==> src/hdl/lpfb_pkg.sv <==
// shared types, codes and helpers for the lcd pixel frame buffer engine
`timescale 1ns / 1ps

package lpfb_pkg;

  // widest store index: 128 columns by 16 pages
  localparam int unsigned AddrMaxW = 11;

  localparam logic [7:0] CmdPageBase  = 8'hB0;
  localparam logic [7:0] CmdColLoBase = 8'h00;
  localparam logic [7:0] CmdColHiBase = 8'h10;

  typedef enum logic {
    ACT_WRITE = 1'b0,
    ACT_READ  = 1'b1
  } lpfb_action_e;

  typedef enum logic [1:0] {
    MODE_SET    = 2'd0,
    MODE_CLEAR  = 2'd1,
    MODE_TOGGLE = 2'd2,
    MODE_KEEP   = 2'd3
  } lpfb_mode_e;

  typedef enum logic [1:0] {
    KIND_CMD  = 2'd0,
    KIND_DATA = 2'd1,
    KIND_READ = 2'd2
  } lpfb_kind_e;

  typedef enum logic [1:0] {
    ST_CLEAR,
    ST_IDLE,
    ST_WRITE,
    ST_READ
  } lpfb_state_e;

  // one classified request as it travels from front to back
  typedef struct packed {
    lpfb_action_e          action;
    logic                  in_range;
    logic [AddrMaxW-1:0]   addr;
    logic [3:0]            page;
    logic [6:0]            col;
    logic [2:0]            bit_sel;
    lpfb_mode_e            mode;
  } lpfb_cmd_t;

  function automatic logic [7:0] update_byte(logic [7:0] cur, logic [2:0] bit_sel,
                                             lpfb_mode_e mode);
    logic [7:0] mask;
    logic [7:0] res;
    mask = 8'h01 << bit_sel;
    case (mode)
      MODE_SET:    res = cur | mask;
      MODE_CLEAR:  res = cur & ~mask;
      MODE_TOGGLE: res = cur ^ mask;
      default:     res = cur;
    endcase
    return res;
  endfunction

endpackage

==> src/hdl/lpfb_fifo.sv <==
// two-entry queue of classified requests between front and back
`timescale 1ns / 1ps

module lpfb_fifo (
  input  logic                clk_i,
  input  logic                rst_ni,
  input  logic                push_i,
  input  lpfb_pkg::lpfb_cmd_t cmd_i,
  output logic                full_o,
  input  logic                pop_i,
  output logic                valid_o,
  output lpfb_pkg::lpfb_cmd_t cmd_o
);

  lpfb_pkg::lpfb_cmd_t entry_q [2];
  logic                wr_ptr_q, wr_ptr_d;
  logic                rd_ptr_q, rd_ptr_d;
  logic [1:0]          count_q, count_d;

  assign full_o  = (count_q == 2'd2);
  assign valid_o = (count_q != 2'd0);
  assign cmd_o   = entry_q[rd_ptr_q];

  always_comb begin
    wr_ptr_d = wr_ptr_q ^ push_i;
    rd_ptr_d = rd_ptr_q ^ pop_i;
    count_d  = count_q + 2'(push_i) - 2'(pop_i);
  end

  always_ff @(posedge clk_i or negedge rst_ni) begin
    if (!rst_ni) begin
      wr_ptr_q <= 1'b0;
      rd_ptr_q <= 1'b0;
      count_q  <= 2'd0;
    end else begin
      wr_ptr_q <= wr_ptr_d;
      rd_ptr_q <= rd_ptr_d;
      count_q  <= count_d;
    end
  end

  always_ff @(posedge clk_i) begin
    if (push_i) begin
      entry_q[wr_ptr_q] <= cmd_i;
    end
  end

endmodule

==> config.mk <==
export PLATFORM = sky130hd
export DESIGN_NAME = lpfb_fifo
export DESIGN_NICKNAME = d
export VERILOG_FILES = /design/src/hdl/lpfb_pkg.sv /design/src/hdl/lpfb_fifo.sv
export SDC_FILE = /design/constraint.sdc
export NUM_CORES = 1
export LEC_CHECK = 0
export ABC_AREA = 1
export BUFFER_PORTS_ARGS = -buffer_cell sky130_fd_sc_hd__buf_2
export CAP_MARGIN = 20
export CELL_PAD_IN_SITES_DETAIL_PLACEMENT = 1
export CELL_PAD_IN_SITES_GLOBAL_PLACEMENT = 2
export CORE_MARGIN = 1.5
export CORE_UTILIZATION = 36
export CTS_CLUSTER_DIAMETER = 50
export DETAILED_ROUTE_END_ITERATION = 6
export PLACE_DENSITY = 0.89
export SLEW_MARGIN = 25
export SYNTH_ARGS = -nofsm -noshare
export SYNTH_HDL_FRONTEND = slang
export SYNTH_SLANG_ARGS = --single-unit
==> constraint.sdc <==
create_clock -name clk_i -period 3.55 [get_ports clk_i]
set_input_delay 0.5325 -clock clk_i [delete_from_list [all_inputs] [get_ports clk_i]]
set_output_delay 0.5325 -clock clk_i [all_outputs]
set_load 0.03 [all_outputs]
Word-level counts from Yosys, hierarchy flattened --
Memories as Yosys holds them, arrays and structs flattened. Cells that the tools add are included.
Storage, ports and cells: memory bits (writable) 58, output and inout bits 31, memories 1, register bits 4
Operators by class: eq/ne operators 1, bitwise logic cells 2, multiplexer cells 2, reductions and logical operators 1, add/sub/neg operators 2
Memories:
- entry_q | depth 2, width 29, read ports 1, clocked after memory_dff 0, write ports 1, RTL line lpfb_fifo.sv:15 | lpfb_pkg::lpfb_cmd_t entry_q [2];
Operators with widths (count):
- 2-bit by 1-bit adder with 2-bit output | 1
- 2-bit equality test (second input constant) | 1
- 1-bit 2-to-1 mux | 2
- 2-bit nonzero test | 1
- 2-bit by 1-bit subtractor with 2-bit output | 1
- 1-bit XOR | 2

Logic depth before layout (Yosys ltp) --
word-level depth 2, mapped depth 7, mapped depth without buffers 7

Worst setup path before layout --
Ideal clock, no wire load.
kind reg2out, start register rd_ptr_q, end output port cmd_o[27] (netlist name), data arrival time 1.254 ns, required time 3.017 ns, cell stages (with the launch flop) 3, setup slack 1.763 ns, cells stage by stage dfrtp_1 buf_2 o21ai_0
RTL lines:
- start: declaration | RTL line lpfb_fifo.sv:17 | logic rd_ptr_q, rd_ptr_d;
- start signal: assignment | RTL line lpfb_fifo.sv:37 | rd_ptr_q <= rd_ptr_d;
- end: declaration | RTL line lpfb_fifo.sv:12 | output lpfb_pkg::lpfb_cmd_t cmd_o

==> metrics.log <==
[metrics] critical path type: flip-flop to output port
[metrics] hold violation total from the final report: 0
[metrics] Min-Delay Path Class: primary input to flip-flop
[metrics] # placed instances: 311
[metrics] final setup fails: 0
[metrics] Yosys top cell area share: 73.81%
[metrics] Die H: ~84 µm
[metrics] result of the run: finished clean
[metrics] unrepaired setup endpoints after global routing: false
[metrics] Pins Over Slew Limit: 0
[metrics] Tightest Pin Transition: 0.9202 ns
[metrics] Via-to-Cell Ratio: 4.494
[metrics] fraction of final layout cells with drive strength greater than 1: 31.47%
[metrics] cell with the largest stage delay on the worst path: dfrtp_2
[metrics] Top delay family on crit path: flip-flops
[metrics] Starting Density: 37.16%
[metrics] max-cap viol count: 0
[metrics] post-synth net total: 212
[metrics] layout net count: 283
[metrics] # diodes: 0
[metrics] Cells after Synth: 175
[metrics] maximum buffer depth of the clock tree: 2
[metrics] total I/O pin count: 64
[metrics] wire length per cell: 13.35 µm
[metrics] total via count after detailed routing: 1474
[metrics] Core Footprint: about 0.0063 mm²
[metrics] first-pass GRT wire length: between 7000 and 8000 µm
[metrics] number of optimization iterations in the first detailed-route pass: 4
[metrics] CP arrival: 1.83 ns
[metrics] global placement routability congestion: 0.7144
[metrics] Post CTS Setup Buffer Count: 0
[metrics] Post-route DRC: 0
[metrics] worst rel slew slack: between 30 and 40%
[metrics] final clock period utilization by the worst path: 66.52%
[metrics] worst path bufs/invs: 1
[metrics] Syn Std Cell Area: around 0.0024 mm²
[metrics] syn_area_per_cell: around 13 µm²
[metrics] clock insertion delay at the later pin of the skew report: 0.34 ns
[metrics] post-synthesis register bit count: 62
[metrics] clock tree from TritonCTS: built
[metrics] cell-by-cell listing of the critical path: nand2_1 > o21ai_0 > buf_2
[metrics] Area Growth Syn to Fin: 24.55%
[metrics] vias in the first global route: 1500
[metrics] number of enable flip-flop cells after synthesis: 58
[metrics] maximum clock frequency: 423.5 MHz
[metrics] pin count of the biggest net entering global routing: 60
[metrics] CP Capture Type: output port
[metrics] grt total ovfl: 0
[metrics] critical path data required time: 3.02 ns
[metrics] CP peak stage delay: 0.97 ns
[metrics] worst setup slack for register-to-register paths: 1.81 ns
[metrics] cell types with the highest counts after synthesis: edfxtp_1 (58), inv_1 (36), nand2_1 (35)
[metrics] Clock Skew: 0.002726 ns
[metrics] total of warnings raised by yosys: 0
[metrics] clk root buf: clkbuf_8
[metrics] Die X-Extent: 83.96 µm
[metrics] cell area reported after detailed placement: roughly 0.0027 mm²
[metrics] Clock H-tree levels: 3
[metrics] worst setup slack before clock tree synthesis: between 1.5 and 2 ns
[metrics] LEAKAGE: 0.001300 µW
[metrics] CP Max Fanout: 59
[metrics] VDD IR-drop max: 0.0004842 V
[metrics] detailed-route wire length: ~4400 µm
[metrics] largest area contributor in the netlist: edfxtp_1
[metrics] Final TNS setup: 0 ns
[metrics] nature of the critical path startpoint: flip-flop
[metrics] fraction of the core area covered by cells at the end of the flow: 46.29%
[metrics] most used flip-flop cell after synthesis: edfxtp_1
[metrics] global-route usage over all layers: 13.51%
[metrics] std cell rows: 29
[metrics] fillcell total: about 680
[metrics] number of different library cells in the post-synthesis netlist: 13
[metrics] most frequent cell after synthesis: edfxtp_1
[metrics] HPWL Detailed: just under 3000 µm
[metrics] count of buffers from port buffering: 63
[metrics] post-detailed-route count of antenna-violating nets: 0
[metrics] cts bufs inserted: 9
[metrics] post-route cell area: ~0.003 mm²
[metrics] post-route non-filler standard cell count: 328
[metrics] clock slew at the register clock pins of the worst setup and hold paths: 0.07 ns
[metrics] initial antenna violation count: 0
[metrics] sequential element share of the synthesized area: between 70% and 80%
[metrics] power density over the cells: 865.7 mW/mm²
[metrics] DRC violation total after the first TritonRoute iteration: between 90 and 100
[metrics] Async SR Flop Fraction: 6.452%
[metrics] final critical-path setup slack: around 1.2 ns
[metrics] count of clock tree sinks: 62
[metrics] time the final worst path needs with I/O delays and setup: 2.361 ns
[metrics] Total Die Area: 0.007049 mm²
[metrics] biggest area contributors in the synthesized netlist: edfxtp_1 (74%), inv_1 (5.7%), nand2_1 (5.6%)
flip-flops by register name (all words and copies together), names as in the netlist:
register / count
rd_ptr_q: 1
entry_q: 58
wr_ptr_q: 1
count_q: 2
worst paths after layout:
kind / end / from / cells past startpoint
min in group asynchronous: count_q[0]$_DFF_PN0_ / rst_ni / 2
setup / recovery: cmd_o[14] / rd_ptr_q$_DFF_PN0_ / 3
hold reg to reg: count_q[1]$_DFF_PN0_ / count_q[1]$_DFF_PN0_ / 3
max in group asynchronous: rd_ptr_q$_DFF_PN0_ / rst_ni / 2
hold / removal: entry_q[1][7]$_DFFE_PP_ / cmd_i[7] / 1
setup reg to reg: entry_q[0][22]$_DFFE_PP_ / wr_ptr_q$_DFF_PN0_ / 3
power breakdown:
part | internal (µW) | total (µW) | switching [µW]
Combinational | 238 | 865 | 628
Clock | 316 | 576 | 260
Sequential | 975 | 1100 | 128
Total | 1530 | 2540 | 1020
area by class of cell:
type / instances / area, µm² / area share, %
multi-input combinational: 71 / 344.1 / 11.71
clock inverter: 6 / 52.55 / 1.788
timing repair buffer: 66 / 340.3 / 11.58
tap: 77 / 96.34 / 3.278
inverter: 36 / 135.1 / 4.598
sequential: 62 / 1843 / 62.71
clock buffer: 10 / 127.6 / 4.342
per-stage QoR:
step	power, µW	hold WS (ns)
2_1_floorplan	1728	0.2369
3_3_place_gp	1973	0.3437
3_5_place_dp	1999	0.3446
4_1_cts	2580	0.3677
5_1_grt	2691	0.3679
6_report	2544	0.3827
cells by family (layout without fill, tap and decap cells):
kind of cell	count (synthesis)	in the layout	synth area share, %
flip-flops	62	62	78.05
buffers and inverters	42	118	7.370
adder cells (fa/ha/maj)	4	4	2.121
AO/OA/AOI/OAI	29	29	6.151
XOR/XNOR	1	1	0.3712
AND/OR/NAND/NOR	37	37	5.938
cell usage in the layout (no fill, tap or decap):
cell type	count
inv_1	36
nand3_1	1
nand2_1	35
clkbuf_8	9
ha_1	4
dfrtp_1	3
nor2_1	1
clkinv_2	3
bufinv_16	1
xor2_1	1
o21ai_0	19
buf_2	63
clkinv_1	2
edfxtp_1	58
dfrtp_2	1
buf_4	2
dlygate4sd3_1	1
clkbuf_1	1
o21ai_1	10
layer usage:
metal	vias up	global-route usage (%)	wire length, µm
met5	-	0	0
met4	0	7.452	108
met3	10	4.550	258
met2	53	21.48	2087
met1	689	16.14	1925
li1	722	-	-
timing repair:
item / in CTS / in global routing
hold buffers: 1 / 0
hold endpoints to repair: 4 / 0
setup endpoints to repair: 0 / 0
gates resized for setup: 0 / 0
No activity file was read; power rests on OpenSTA's default activity.
