===== src/hdl/lpfb_pkg.sv =====
// shared types, codes and helpers for the lcd pixel frame buffer engine
`timescale 1ns / 1ps

package lpfb_pkg;

  // widest store index: 128 columns by 16 pages
  localparam int unsigned AddrMaxW = 11;

  localparam logic [7:0] CmdPageBase  = 8'hB0;
  localparam logic [7:0] CmdColLoBase = 8'h00;
  localparam logic [7:0] CmdColHiBase = 8'h10;

  typedef enum logic {
    ACT_WRITE = 1'b0,
    ACT_READ  = 1'b1
  } lpfb_action_e;

  typedef enum logic [1:0] {
    MODE_SET    = 2'd0,
    MODE_CLEAR  = 2'd1,
    MODE_TOGGLE = 2'd2,
    MODE_KEEP   = 2'd3
  } lpfb_mode_e;

  typedef enum logic [1:0] {
    KIND_CMD  = 2'd0,
    KIND_DATA = 2'd1,
    KIND_READ = 2'd2
  } lpfb_kind_e;

  typedef enum logic [1:0] {
    ST_CLEAR,
    ST_IDLE,
    ST_WRITE,
    ST_READ
  } lpfb_state_e;

  // one classified request as it travels from front to back
  typedef struct packed {
    lpfb_action_e          action;
    logic                  in_range;
    logic [AddrMaxW-1:0]   addr;
    logic [3:0]            page;
    logic [6:0]            col;
    logic [2:0]            bit_sel;
    lpfb_mode_e            mode;
  } lpfb_cmd_t;

  function automatic logic [7:0] update_byte(logic [7:0] cur, logic [2:0] bit_sel,
                                             lpfb_mode_e mode);
    logic [7:0] mask;
    logic [7:0] res;
    mask = 8'h01 << bit_sel;
    case (mode)
      MODE_SET:    res = cur | mask;
      MODE_CLEAR:  res = cur & ~mask;
      MODE_TOGGLE: res = cur ^ mask;
      default:     res = cur;
    endcase
    return res;
  endfunction

endpackage


===== src/hdl/lpfb_front.sv =====
// front end: accepts request beats, range checks them and computes the store index
`timescale 1ns / 1ps

module lpfb_front #(
  parameter int unsigned COLUMNS = 96,
  parameter int unsigned PAGES   = 9
) (
  input  logic               clk_i,
  input  logic               rst_ni,
  input  logic               clearing_i,
  input  logic               s_axis_tvalid_i,
  output logic               s_axis_tready_o,
  input  logic [23:0]        s_axis_tdata_i,  // col[7:0], row[15:8], pixel_mode[17:16]
  input  logic               s_axis_tuser_i,  // action
  output logic               push_o,
  output lpfb_pkg::lpfb_cmd_t cmd_o,
  input  logic               full_i
);

  localparam logic [8:0] ColLimit = 9'(COLUMNS);
  localparam logic [8:0] RowLimit = 9'(8 * PAGES);

  logic                valid_q, valid_d;
  lpfb_pkg::lpfb_cmd_t cmd_q, cmd_d;
  logic [7:0]          col, row;
  logic [15:0]         addr_full;
  logic                in_range, keep, accept, stage_free;

  assign col       = s_axis_tdata_i[7:0];
  assign row       = s_axis_tdata_i[15:8];
  assign in_range  = ({1'b0, col} < ColLimit) && ({1'b0, row} < RowLimit);
  assign addr_full = 16'(col) * 16'(PAGES) + 16'(row[7:3]);
  // out-of-range writes produce nothing and are dropped here
  assign keep      = (s_axis_tuser_i == 1'b1) || in_range;

  assign stage_free      = !valid_q || !full_i;
  assign s_axis_tready_o = !clearing_i && stage_free;
  assign accept          = s_axis_tvalid_i && s_axis_tready_o;
  assign push_o          = valid_q && !full_i;
  assign cmd_o           = cmd_q;

  always_comb begin
    cmd_d.action   = lpfb_pkg::lpfb_action_e'(s_axis_tuser_i);
    cmd_d.in_range = in_range;
    cmd_d.addr     = addr_full[lpfb_pkg::AddrMaxW-1:0];
    cmd_d.page     = row[6:3];
    cmd_d.col      = col[6:0];
    cmd_d.bit_sel  = row[2:0];
    cmd_d.mode     = lpfb_pkg::lpfb_mode_e'(s_axis_tdata_i[17:16]);
  end

  always_comb begin
    valid_d = valid_q;
    if (stage_free) begin
      valid_d = accept && keep;
    end
  end

  always_ff @(posedge clk_i or negedge rst_ni) begin
    if (!rst_ni) begin
      valid_q <= 1'b0;
    end else begin
      valid_q <= valid_d;
    end
  end

  always_ff @(posedge clk_i) begin
    if (accept) begin
      cmd_q <= cmd_d;
    end
  end

endmodule


===== config.mk =====
export PLATFORM = sky130hd
export DESIGN_NAME = lpfb_front
export DESIGN_NICKNAME = d
export VERILOG_FILES = /design/src/hdl/lpfb_pkg.sv /design/src/hdl/lpfb_front.sv
export SDC_FILE = /design/constraint.sdc
export NUM_CORES = 1
export LEC_CHECK = 0
export ABC_AREA = 0
export ABC_CLOCK_PERIOD_IN_PS = 1600
export BUFFER_PORTS_ARGS = -buffer_cell sky130_fd_sc_hd__buf_4
export CELL_PAD_IN_SITES_DETAIL_PLACEMENT = 0
export CELL_PAD_IN_SITES_GLOBAL_PLACEMENT = 1
export CORE_MARGIN = 4
export CORE_UTILIZATION = 34
export CTS_CLUSTER_SIZE = 25
export DETAILED_ROUTE_END_ITERATION = 12
export GPL_TIMING_DRIVEN = 0
export PLACE_DENSITY = 0.83
export RECOVER_POWER = 50
export SLEW_MARGIN = 30
export SYNTH_ARGS = -nofsm -noshare
export SYNTH_HDL_FRONTEND = slang
export SYNTH_SLANG_ARGS = --single-unit
export TNS_END_PERCENT = 5

===== constraint.sdc =====
create_clock -name clk_i -period 1.6 [get_ports clk_i]
set_clock_uncertainty 0.1 [all_clocks]
set_input_delay 0.24 -clock clk_i [delete_from_list [all_inputs] [get_ports clk_i]]
set_output_delay 0.24 -clock clk_i [all_outputs]
set_load 0.05 [all_outputs]

## Word level (Yosys, flattened, before mapping)

Index checks and enable logic that the tools add are counted.

- $add $sub $neg: 1
- Multiply operators: 1
- Div/mod/pow operators: 0
- $lt $le $gt $ge: 2
- Eq/ne operators: 0
- Shift operators: 0
- Mux-type cells: 0
- Bitwise operators: 0
- Reductions and logical operators: 10

Operators by type and width:

| cell | number |
|---|---|
| 8-bit by 7-bit less-than comparator with 1-bit output, second input constant | 2 |
| 11-bit by 5-bit adder with 11-bit output | 1 |
| 8-bit by 4-bit multiplier with 11-bit output, second input constant | 1 |
| 1-bit logical AND | 5 |
| 1-bit logical NOT | 3 |
| 1-bit logical OR | 2 |

- Flip-flop bits (word level): 30
- Latch bits: 0
- Bits in writable memories: 0
- ROM bits: 0
- Output and inout port bits: 31
- Word-level logic and storage cells: 22
- Memories: 0

## Logic depth before layout (Yosys ltp)

Gate-level depths: netlist of the first run.

- Depth in word-level cells: 5
- Gate-level depth with buffers: 7
- Depth with buffers taken out: 7

## Worst setup path before layout of the first run

Ideal clock, no wire load.

- Path type: input to register
- From: input port s_axis_tdata_i[1]
- To: register cmd_q (netlist bit cmd_o[26]), data pin
- Arrival: 2327 ps
- Path slack: -1092 ps
- Stages on the path: 7
- Path buffers: 0
- Cell sequence: ha_1 -> fa_1 -> ha_1 -> and3_4 -> a2111oi_4 -> nor3_1 -> or3_1

- Word-level cells in the longest chain between the ends: 2

Ends and longest elaborated chain:

| element | line | text |
|---|---|---|
| start, declared | lpfb_front.sv:13 | `input logic [23:0] s_axis_tdata_i,` |
| 8-bit by 4-bit multiplier with 11-bit output | lpfb_front.sv:32 | `assign addr_full = 16'(col) * 16'(PAGES) + 16'(row[7:3]);` |
| 11-bit by 5-bit adder with 11-bit output | lpfb_front.sv:32 |  |
| named net addr_full[10] | lpfb_front.sv:26 | `logic [15:0] addr_full;` |
| end signal, assigned | lpfb_front.sv:69 | `cmd_q <= cmd_d;` |
| end, declared | lpfb_front.sv:24 | `lpfb_pkg::lpfb_cmd_t cmd_q, cmd_d;` |

The timed path passes the listed nets, and every way through them passes these cells.
A chain may end at the register's enable or synchronous reset.

## Worst setup path in the final report of the first run

- From: input port s_axis_tdata_i[4]
- To: register cmd_q (netlist bit cmd_o[26]), data pin

Same word-level chain as after synthesis.

==> results by group, run 1 <==
Clock network
  • CTS root buf: clkbuf_8
  • Clock Pin Slew Worst Setup and Hold Paths: 0.06 ns
  • CTS tree: built
  • H-tree depth: 2
  • Clock latency on the worst-skew pair: 0.27 ns
  • Num CTS Buffers: 5
  • Clock Path Buffers: 2
  • TritonCTS sink count: 30

STA
  • Relative slew slack: 0.605
  • Worst Tran Pin Value: 0.594 ns
  • Fin Hold WS: 0.0561 ns
  • Setup_tns: -3.73 ns
  • FMAX: 409 MHz
  • Final period util: 1.53
  • Max Slew Vio Count: 0
  • Final hold viol count: 0
  • RSZ-0062 raised after global routing: true
  • # setup viols final: 7
  • Tmin final: 2.45 ns
  • Worst Setup Slack, final: -0.846 ns

Place
  • Dpl cells: 209
  • Final HPWL DP: 2610 um
  • Area after DPL: 2060 sq um
  • Pre-CTS setup slack: -1.20 ns
  • RD Place Congestion: 0.762
  • IO buf count: 54

Cells and area
  • Share of cells above drive strength 1: 0.388
  • Layout Utilization: 0.484
  • Final #Nets: 223
  • Fin area: 2120 sq um
  • Synth-to-Final Area Change: 37.0%
  • Diode count: 0
  • Most frequent cells in the layout: edfxtp_1, buf_4, clkbuf_2
  • Non-filler cells, final: 222
  • Commonest non-fill, non-tap cell in the layout: edfxtp_1

Outcome
  • Run status: finished, violations left
  • Failing checks: setup timing

Floorplan
  • Top Ports: 61
  • Core area: 4380 sq um
  • Die W: 75.5 um
  • Std cell rows: 24
  • Initial Utilization: 0.353
  • Full die area: 5700 sq um
  • Die H: 75.5 um

Pwr
  • Lkg Pwr: 0.905 nW
  • PwrDens: 1050 nW/um^2
  • Total Power Consumption: 2.23 mW
  • Max IR drop VDD: 0.000295 V

Global route
  • Largest net degree at the start of global routing: 31
  • First-pass GRT wire length: 5150 um
  • Vias in the first global route: 1,160
  • All-layer global routing usage: 0.121
  • Initial antenna violation count: 0
  • Remaining Overflow, GRT: 0

Setup path
  • R2R setup slack: 0.17 ns
  • Setup crit end: cmd_o[26]
  • Worst R2R Start: valid_q
  • Crit. End Element: flip-flop
  • RR Endpoint: cmd_o[8]
  • CP arrival: 2.37 ns
  • CP startpoint kind: primary input
  • Critical path fanouts, max: 4
  • Worst Setup SP: s_axis_tdata_i[4]
  • Crit Path Class: in2reg
  • R2R depth: 2
  • Required @ worst endpoint: 1.52 ns

Detailed routing
  • DRC: 0
  • Post-DR wirelength/cell: 15.0 um
  • DRT iter0 DRCs: 34
  • Total length of routed wires: 3340 um
  • Via/cell ratio: 4.96
  • Post-DRT Antenna Nets: 0
  • Via Count: 1,102
  • DRT Pass-1 Iters: 4

Run
  • Max-Cap Viols: 0

Synth
  • Syn nets: 157
  • Synth cell types: 28
  • Mapped cell area: 1550 sq um
  • Cells after synthesis: 103
  • Seq/Total Area, Yosys: 0.579
  • Synth warn: 0
  • Yosys reg bits: 30
  • Syn avg cell area: 15.0 sq um

Worst hold path
  • Hold Crit Class: in2reg
[worst max-delay path, stage by stage]
cell and delay, ns:
buf_8 0.10, ha_4 0.23, fa_1 0.56, ha_4 0.23, and3_4 0.16, a2111oi_4 0.37, nor3_1 0.10, or3_1 0.37
[cell families after synthesis]
group | count (synthesis) | share of synthesized area
xor+xnor | 7 | 0.0396
flops | 30 | 0.579
simple gates | 24 | 0.0841
fa+ha+maj | 24 | 0.204
buf+inv | 2 | 0.00485
compound gates | 16 | 0.0889
[where the power goes]
part	total (mW)	leakage (nW)	switching, mW	internal [mW]
sequential	0.956	0.284	0.0139	0.942
combinational	0.704	0.576	0.426	0.278
clock	0.567	0.0450	0.267	0.300
[what timing repair did]
item	4_1_cts	5_1_grt
gates cloned	0	0
resized for setup	5	2
endpoints found under the hold margin	1	0
hold buffers	1	0
setup endpoints to repair	37	7
pin swaps	7	1
buffers inserted	4	0
[cell type report]
type	instances	area (sq um)
fillers	415	2260
flip-flops and latches	30	896
clock inverters	2	10.0
repair buffers	59	373
inverters	2	7.51
multi-input cells	71	697
clock buffers	6	72.6
well taps	52	65.1
[routing by layer]
metal / share of wire / routed length, um / GRT usage / vias to the layer above
met5: 0 / 0 / 0 / -
met3: 0.10 / 345 / 0.0290 / 6
li1: - / - / - / 533
met2: 0.48 / 1610 / 0.224 / 46
met1: 0.39 / 1320 / 0.127 / 517
met4: 0.018 / 60 / 0.0583 / 0
[cells in the mapped netlist]
cell	instances	area, sq um
a2111oi_0	2	17.5
a2111oi_4	1	27.5
a21o_1	2	15.0
a21oi_1	4	20.0
and2_1	1	6.26
and2_2	1	7.51
and3_4	2	22.5
dfrtp_1	1	25.0
edfxtp_1	29	871
fa_1	2	40.0
ha_1	22	275
inv_1	2	7.51
nand2_1	4	15.0
nand2b_1	1	6.26
nand3_1	3	15.0
nor2_1	5	18.8
nor2b_1	1	6.26
nor3_1	4	20.0
o2111a_1	1	11.3
o211ai_1	1	7.51
o21ai_0	1	5.00
o21bai_1	1	7.51
o221ai_1	1	8.76
o31a_1	1	8.76
o41ai_1	1	8.76
or3_1	2	12.5
xnor2_1	4	35.0
xor2_1	3	26.3
[registers in the layout, summed over array words and instances, names as in the netlist]
signal / cells
valid_q: 1
cmd_o: 29
[how the worst min path moves through the flow]
stage	end	slack, ns	depth (start not counted)	start
2_1_floorplan	valid_q	-0.16	0	rst_ni
3_3_place_gp	valid_q	-0.08	1	rst_ni
3_5_place_dp	valid_q	-0.08	1	rst_ni
4_1_cts	cmd_o[1]	0.03	1	s_axis_tdata_i[17]
5_1_grt	cmd_o[9]	0.05	1	s_axis_tdata_i[4]
6_report	cmd_o[9]	0.06	1	s_axis_tdata_i[4]
Note: power is estimated with default switching activity, not from simulation.
==> inputs of run 2 (changes only) <==
--- a/config.mk
+++ b/config.mk
@@ -17,6 +17,7 @@
 export GPL_TIMING_DRIVEN = 0
 export PLACE_DENSITY = 0.83
 export RECOVER_POWER = 50
+export SKIP_LAST_GASP = 1
 export SLEW_MARGIN = 30
 export SYNTH_ARGS = -nofsm -noshare
 export SYNTH_HDL_FRONTEND = slang
==> results by group, run 2 (synthesis results as in run 1) <==
Outcome
  • Run status: finished, violations left
  • Failing checks: setup timing

Floorplan
  • Std cell rows: 24
  • Initial Utilization: 0.353
  • Top Ports: 61
  • Core area: 4380 sq um
  • Die W: 75.5 um
  • Die H: 75.5 um
  • Full die area: 5700 sq um

Place
  • Dpl cells: 209
  • Final HPWL DP: 2610 um
  • Pre-CTS setup slack: -1.20 ns
  • IO buf count: 54
  • RD Place Congestion: 0.762

Worst hold path
  • Hold path startpoint: s_axis_tdata_i[4]
  • Hold Crit Class: in2reg
  • Hold path depth: 1
  • Hold Path End: cmd_o[9]

STA
  • Max Slew Vio Count: 0
  • Tmin final: 2.43 ns
  • # setup viols final: 37
  • Relative slew slack: 0.558
  • Worst Tran Pin Value: 0.664 ns
  • Final hold viol count: 0
  • FMAX: 411 MHz
  • Worst Setup Slack, final: -0.832 ns
  • Final period util: 1.52
  • RSZ-0062 raised after global routing: true

Setup path
  • Worst R2R Start: valid_q
  • R2R setup slack: -0.02 ns
  • Worst Setup SP: s_axis_tdata_i[4]
  • R2R depth: 2
  • Crit Path Class: in2reg
  • Crit. End Element: flip-flop
  • Required @ worst endpoint: 1.52 ns
  • CP arrival: 2.35 ns
  • CP startpoint kind: primary input
  • Critical path fanouts, max: 4
  • RR Endpoint: cmd_o[8]

Cells and area
  • Non-filler cells, final: 222
  • Diode count: 0
  • FF+latch area: 896 sq um
  • Max reg flops: 29
  • Commonest non-fill, non-tap cell in the layout: buf_4
  • Share of cells above drive strength 1: 0.371
  • Synth-to-Final Area Change: 38.4%
  • Most frequent cells in the layout: buf_4, edfxtp_1, ha_1
  • Final #Nets: 223
  • Fill cell count: 405
  • Multi-input logic area: 684 sq um

Clock network
  • Clock Path Buffers: 2
  • Num CTS Buffers: 5
  • Clock Pin Slew Worst Setup and Hold Paths: 0.06 ns
  • H-tree depth: 2
  • Clock latency on the worst-skew pair: 0.27 ns
  • CTS root buf: clkbuf_8
  • TritonCTS sink count: 30
  • CTS tree: built

Detailed routing
  • DRC: 0
  • DRT Pass-1 Iters: 2
  • Via/cell ratio: 4.97
  • Post-DRT Antenna Nets: 0
  • DRT iter0 DRCs: 37
  • Post-DR wirelength/cell: 15.1 um
  • Total length of routed wires: 3340 um
  • Via Count: 1,103

Global route
  • Initial antenna violation count: 0
  • Largest net degree at the start of global routing: 31
  • Vias in the first global route: 1,160
  • All-layer global routing usage: 0.121
  • First-pass GRT wire length: 5150 um
  • Remaining Overflow, GRT: 0

Pwr
  • Lkg Pwr: 0.903 nW
  • Max IR drop VDD: 0.000300 V
  • PwrDens: 1040 nW/um^2

Run
  • Max-Cap Viols: 0
[run 2: cell types whose count changed in the layout (fill, tap and decap cells not counted), sizes merged]
cell    before  now
buf         23   37
clkbuf      41   27
[run 2: worst max path at each step]
stage                      endpoint  slack [ns]  cells after the start
after floorplan           cmd_o[26]       -0.92                      7
after global placement    cmd_o[26]       -1.19                      8
after detailed placement  cmd_o[26]       -1.20                      8
after CTS                 cmd_o[26]       -0.82                      9
after global routing      cmd_o[26]       -0.88                      8
final                     cmd_o[26]       -0.83                      8
[run 2: cell type report]
class	count	share of cell area
clock buffer	6	0.0339
multi-input combinational	71	0.320
inverter	2	0.00350
clock inverter	2	0.00467
sequential	30	0.418
tap	52	0.0304
timing repair buffer	59	0.190
[run 2: stage by stage]
step | area [sq um] | hold WS (ns) | utilization | setup TNS [ns] | total power [mW]
global route | 2140 | 0.0491 | 0.489 | -8.28 | 2.33
CTS | 2190 | 0.0319 | 0.500 | -5.16 | 2.26
finish | 2140 | 0.0561 | 0.489 | -4.44 | 2.23
global placement | 2060 | -0.0845 | 0.469 | -6.00 | 1.64
floorplan | 1590 | -0.156 | - | -23.55 | 1.45
detailed placement | 2060 | -0.0846 | 0.469 | -7.32 | 1.66
[run 2: repair_timing]
item                                    in CTS  in global routing
resized for setup                            3                  1
setup buffers                                4                  0
hold buffers                                 1                  0
pin swaps                                    7                  0
hold endpoints to repair                     1                  0
endpoints found under the setup margin      37                 37
[run 2: per-layer routing]
layer | track usage | vias to the layer above | part of all wire
met5 | 0 | - | 0
met4 | 0.0583 | 0 | 0.018
met3 | 0.0290 | 6 | 0.10
met2 | 0.224 | 46 | 0.48
met1 | 0.127 | 520 | 0.40
li1 | - | 531 | -
[run 2: power breakdown]
part | internal, mW | total (mW) | switching [mW]
Clock | 0.300 | 0.564 | 0.264
Combinational | 0.286 | 0.706 | 0.421
Sequential | 0.942 | 0.957 | 0.0142
Total | 1.53 | 2.23 | 0.699
[run 2: critical path: stages]
cell and delay, ns:
buf_8 0.10, ha_4 0.23, fa_1 0.56, ha_4 0.23
and3_4 0.16, a2111oi_4 0.36, nor3_1 0.10, or3_1 0.37
==> inputs of run 3 (changes only) <==
--- a/config.mk
+++ b/config.mk
@@ -14,7 +14,6 @@
 export CORE_UTILIZATION = 34
 export CTS_CLUSTER_SIZE = 25
 export DETAILED_ROUTE_END_ITERATION = 12
-export GPL_TIMING_DRIVEN = 0
 export PLACE_DENSITY = 0.83
 export RECOVER_POWER = 50
 export SKIP_LAST_GASP = 1
==> results by group, run 3 (synthesis results as in run 1) <==
Pwr
  • Lkg Pwr: 1.02 nW
  • PwrDens: 993 nW/um^2
  • Sw Share: 0.314
  • Clock network power share: 0.249
  • Flop pwr share: 0.421
  • Combinational Power Share: 0.331
  • Max IR drop VDD: 0.000362 V
  • Internal: 1.56 mW
  • Sw Pwr: 0.712 mW

Clock network
  • Clock Path Buffers: 2
  • H-tree depth: 2
  • Clock Pin Slew Worst Setup and Hold Paths: 0.06 ns
  • CTS tree: built
  • Num CTS Buffers: 5
  • TritonCTS sink count: 30
  • CTS root buf: clkbuf_8
  • Clock latency on the worst-skew pair: 0.28 ns
  • Post-CTS Setup Bufs: 0

Floorplan
  • Die H: 75.5 um
  • Core area: 4380 sq um
  • Top Ports: 61
  • Full die area: 5700 sq um
  • Initial Utilization: 0.353
  • Std cell rows: 24
  • Die W: 75.5 um

Cells and area
  • Max reg flops: 29
  • Synth-to-Final Area Change: 47.8%
  • Commonest non-fill, non-tap cell in the layout: buf_4
  • Share of cells above drive strength 1: 0.458
  • Final #Nets: 245
  • Fin area: 2290 sq um
  • Most frequent cells in the layout: buf_4, edfxtp_1, clkbuf_2
  • Diode count: 0

STA
  • RSZ-0062 raised after global routing: true
  • Worst Setup Slack, final: -0.767 ns
  • Worst Tran Pin Value: 0.594 ns
  • Relative slew slack: 0.606
  • # setup viols final: 8
  • FMAX: 423 MHz
  • Final period util: 1.48
  • Tmin final: 2.37 ns
  • Max Slew Vio Count: 0
  • Final hold viol count: 0

Detailed routing
  • Via/cell ratio: 4.77
  • Post-DR wirelength/cell: 14.6 um
  • DRC: 0
  • DRT Pass-1 Iters: 4
  • Post-DRT Antenna Nets: 0
  • DRT iter0 DRCs: 17
  • Total length of routed wires: 3560 um
  • Via Count: 1,165

Outcome
  • Failing checks: setup timing
  • Run status: finished, violations left

Place
  • Area after DPL: 2260 sq um
  • RD Place Congestion: 0.764
  • IO buf count: 54
  • Final HPWL DP: 2970 um
  • Pre-CTS setup slack: -1.12 ns

Global route
  • First-pass GRT wire length: 5700 um
  • All-layer global routing usage: 0.136
  • Largest net degree at the start of global routing: 31
  • Initial antenna violation count: 0
  • Remaining Overflow, GRT: 0
  • Vias in the first global route: 1,234

Run
  • Max-Cap Viols: 0

Setup path
  • Crit. End Element: flip-flop
  • R2R depth: 3
  • Critical path fanouts, max: 3
  • CP startpoint kind: primary input
  • Worst R2R Start: valid_q
  • Worst Setup SP: s_axis_tdata_i[1]
  • Required @ worst endpoint: 1.52 ns
  • CP arrival: 2.29 ns
  • Crit Path Class: in2reg

Worst hold path
  • Hold path depth: 1
  • Hold Crit Class: in2reg
  • Hold path startpoint: s_axis_tdata_i[8]
run 3: cell types whose count changed in the layout (fill, tap and decap cells not counted), moves of 3 or more:
| cell | previous run | this run |
|---|---|---|
| buf_4 | 35 | 42 |
| clkbuf_1 | 11 | 8 |
| clkbuf_2 | 5 | 20 |
| clkbuf_4 | 6 | 10 |
run 3: timing repair:
action | CTS | global route
pin swaps | 2 | 0
endpoints found under the setup margin | 8 | 8
hold endpoints to repair | 1 | 0
hold buffers | 1 | 0
resized for setup | 1 | 0
run 3: worst paths after layout:
path / slack (ns) / endpoint
worst max-delay path: -0.77 / cmd_o[26]
worst min-delay path: 0.06 / cmd_o[2]
worst max register to register: 0.24 / cmd_o[25]
worst min register to register: 0.40 / valid_q
max in group asynchronous: 1.14 / valid_q
min in group asynchronous: 0.18 / valid_q
run 3: final cells by class:
class	count	area [sq um]
fillers	385	2100
flip-flops and latches	30	896
multi-input cells	71	691
repair buffers	81	547
clock buffers	6	72.6
well taps	52	65.1
clock inverters	2	8.76
inverters	2	7.51
run 3: layer usage:
metal	vias up	part of all wire	global-route usage	routed length (um)
li1	579	-	-	-
met1	533	0.38	0.145	1350
met2	48	0.49	0.248	1760
met3	5	0.11	0.0369	385
met4	0	0.019	0.0641	66
met5	-	0	0	0
run 3: critical path, stage by stage:
cell	delay [ns]
buf_4	0.12
ha_4	0.23
fa_1	0.55
ha_4	0.21
and3_4	0.16
a2111oi_4	0.33
nor3_1	0.08
or3_1	0.36
run 3: power groups by stage:
stage / Sequential [mW] / Clock [mW] / Combinational [mW]
after floorplan: 1.14 / 0 / 0.312
after global placement: 0.971 / 0 / 0.758
after detailed placement: 0.972 / 0 / 0.779
after CTS: 0.956 / 0.583 / 0.789
after global routing: 0.959 / 0.612 / 0.821
final: 0.955 / 0.565 / 0.750
run 3: through the flow:
stage / util / total power, mW / TNS (ns) / std cells / hold WS [ns]
final: 0.522 / 2.27 / -3.89 / 244 / 0.0588
after global routing: 0.522 / 2.39 / -4.40 / 244 / 0.0545
after CTS: 0.539 / 2.33 / -3.95 / 244 / 0.0312
after detailed placement: 0.517 / 1.75 / -6.77 / 235 / -0.0838
after global placement: 0.517 / 1.73 / -6.63 / 235 / -0.0846
after floorplan: - / 1.45 / -23.55 / 103 / -0.156
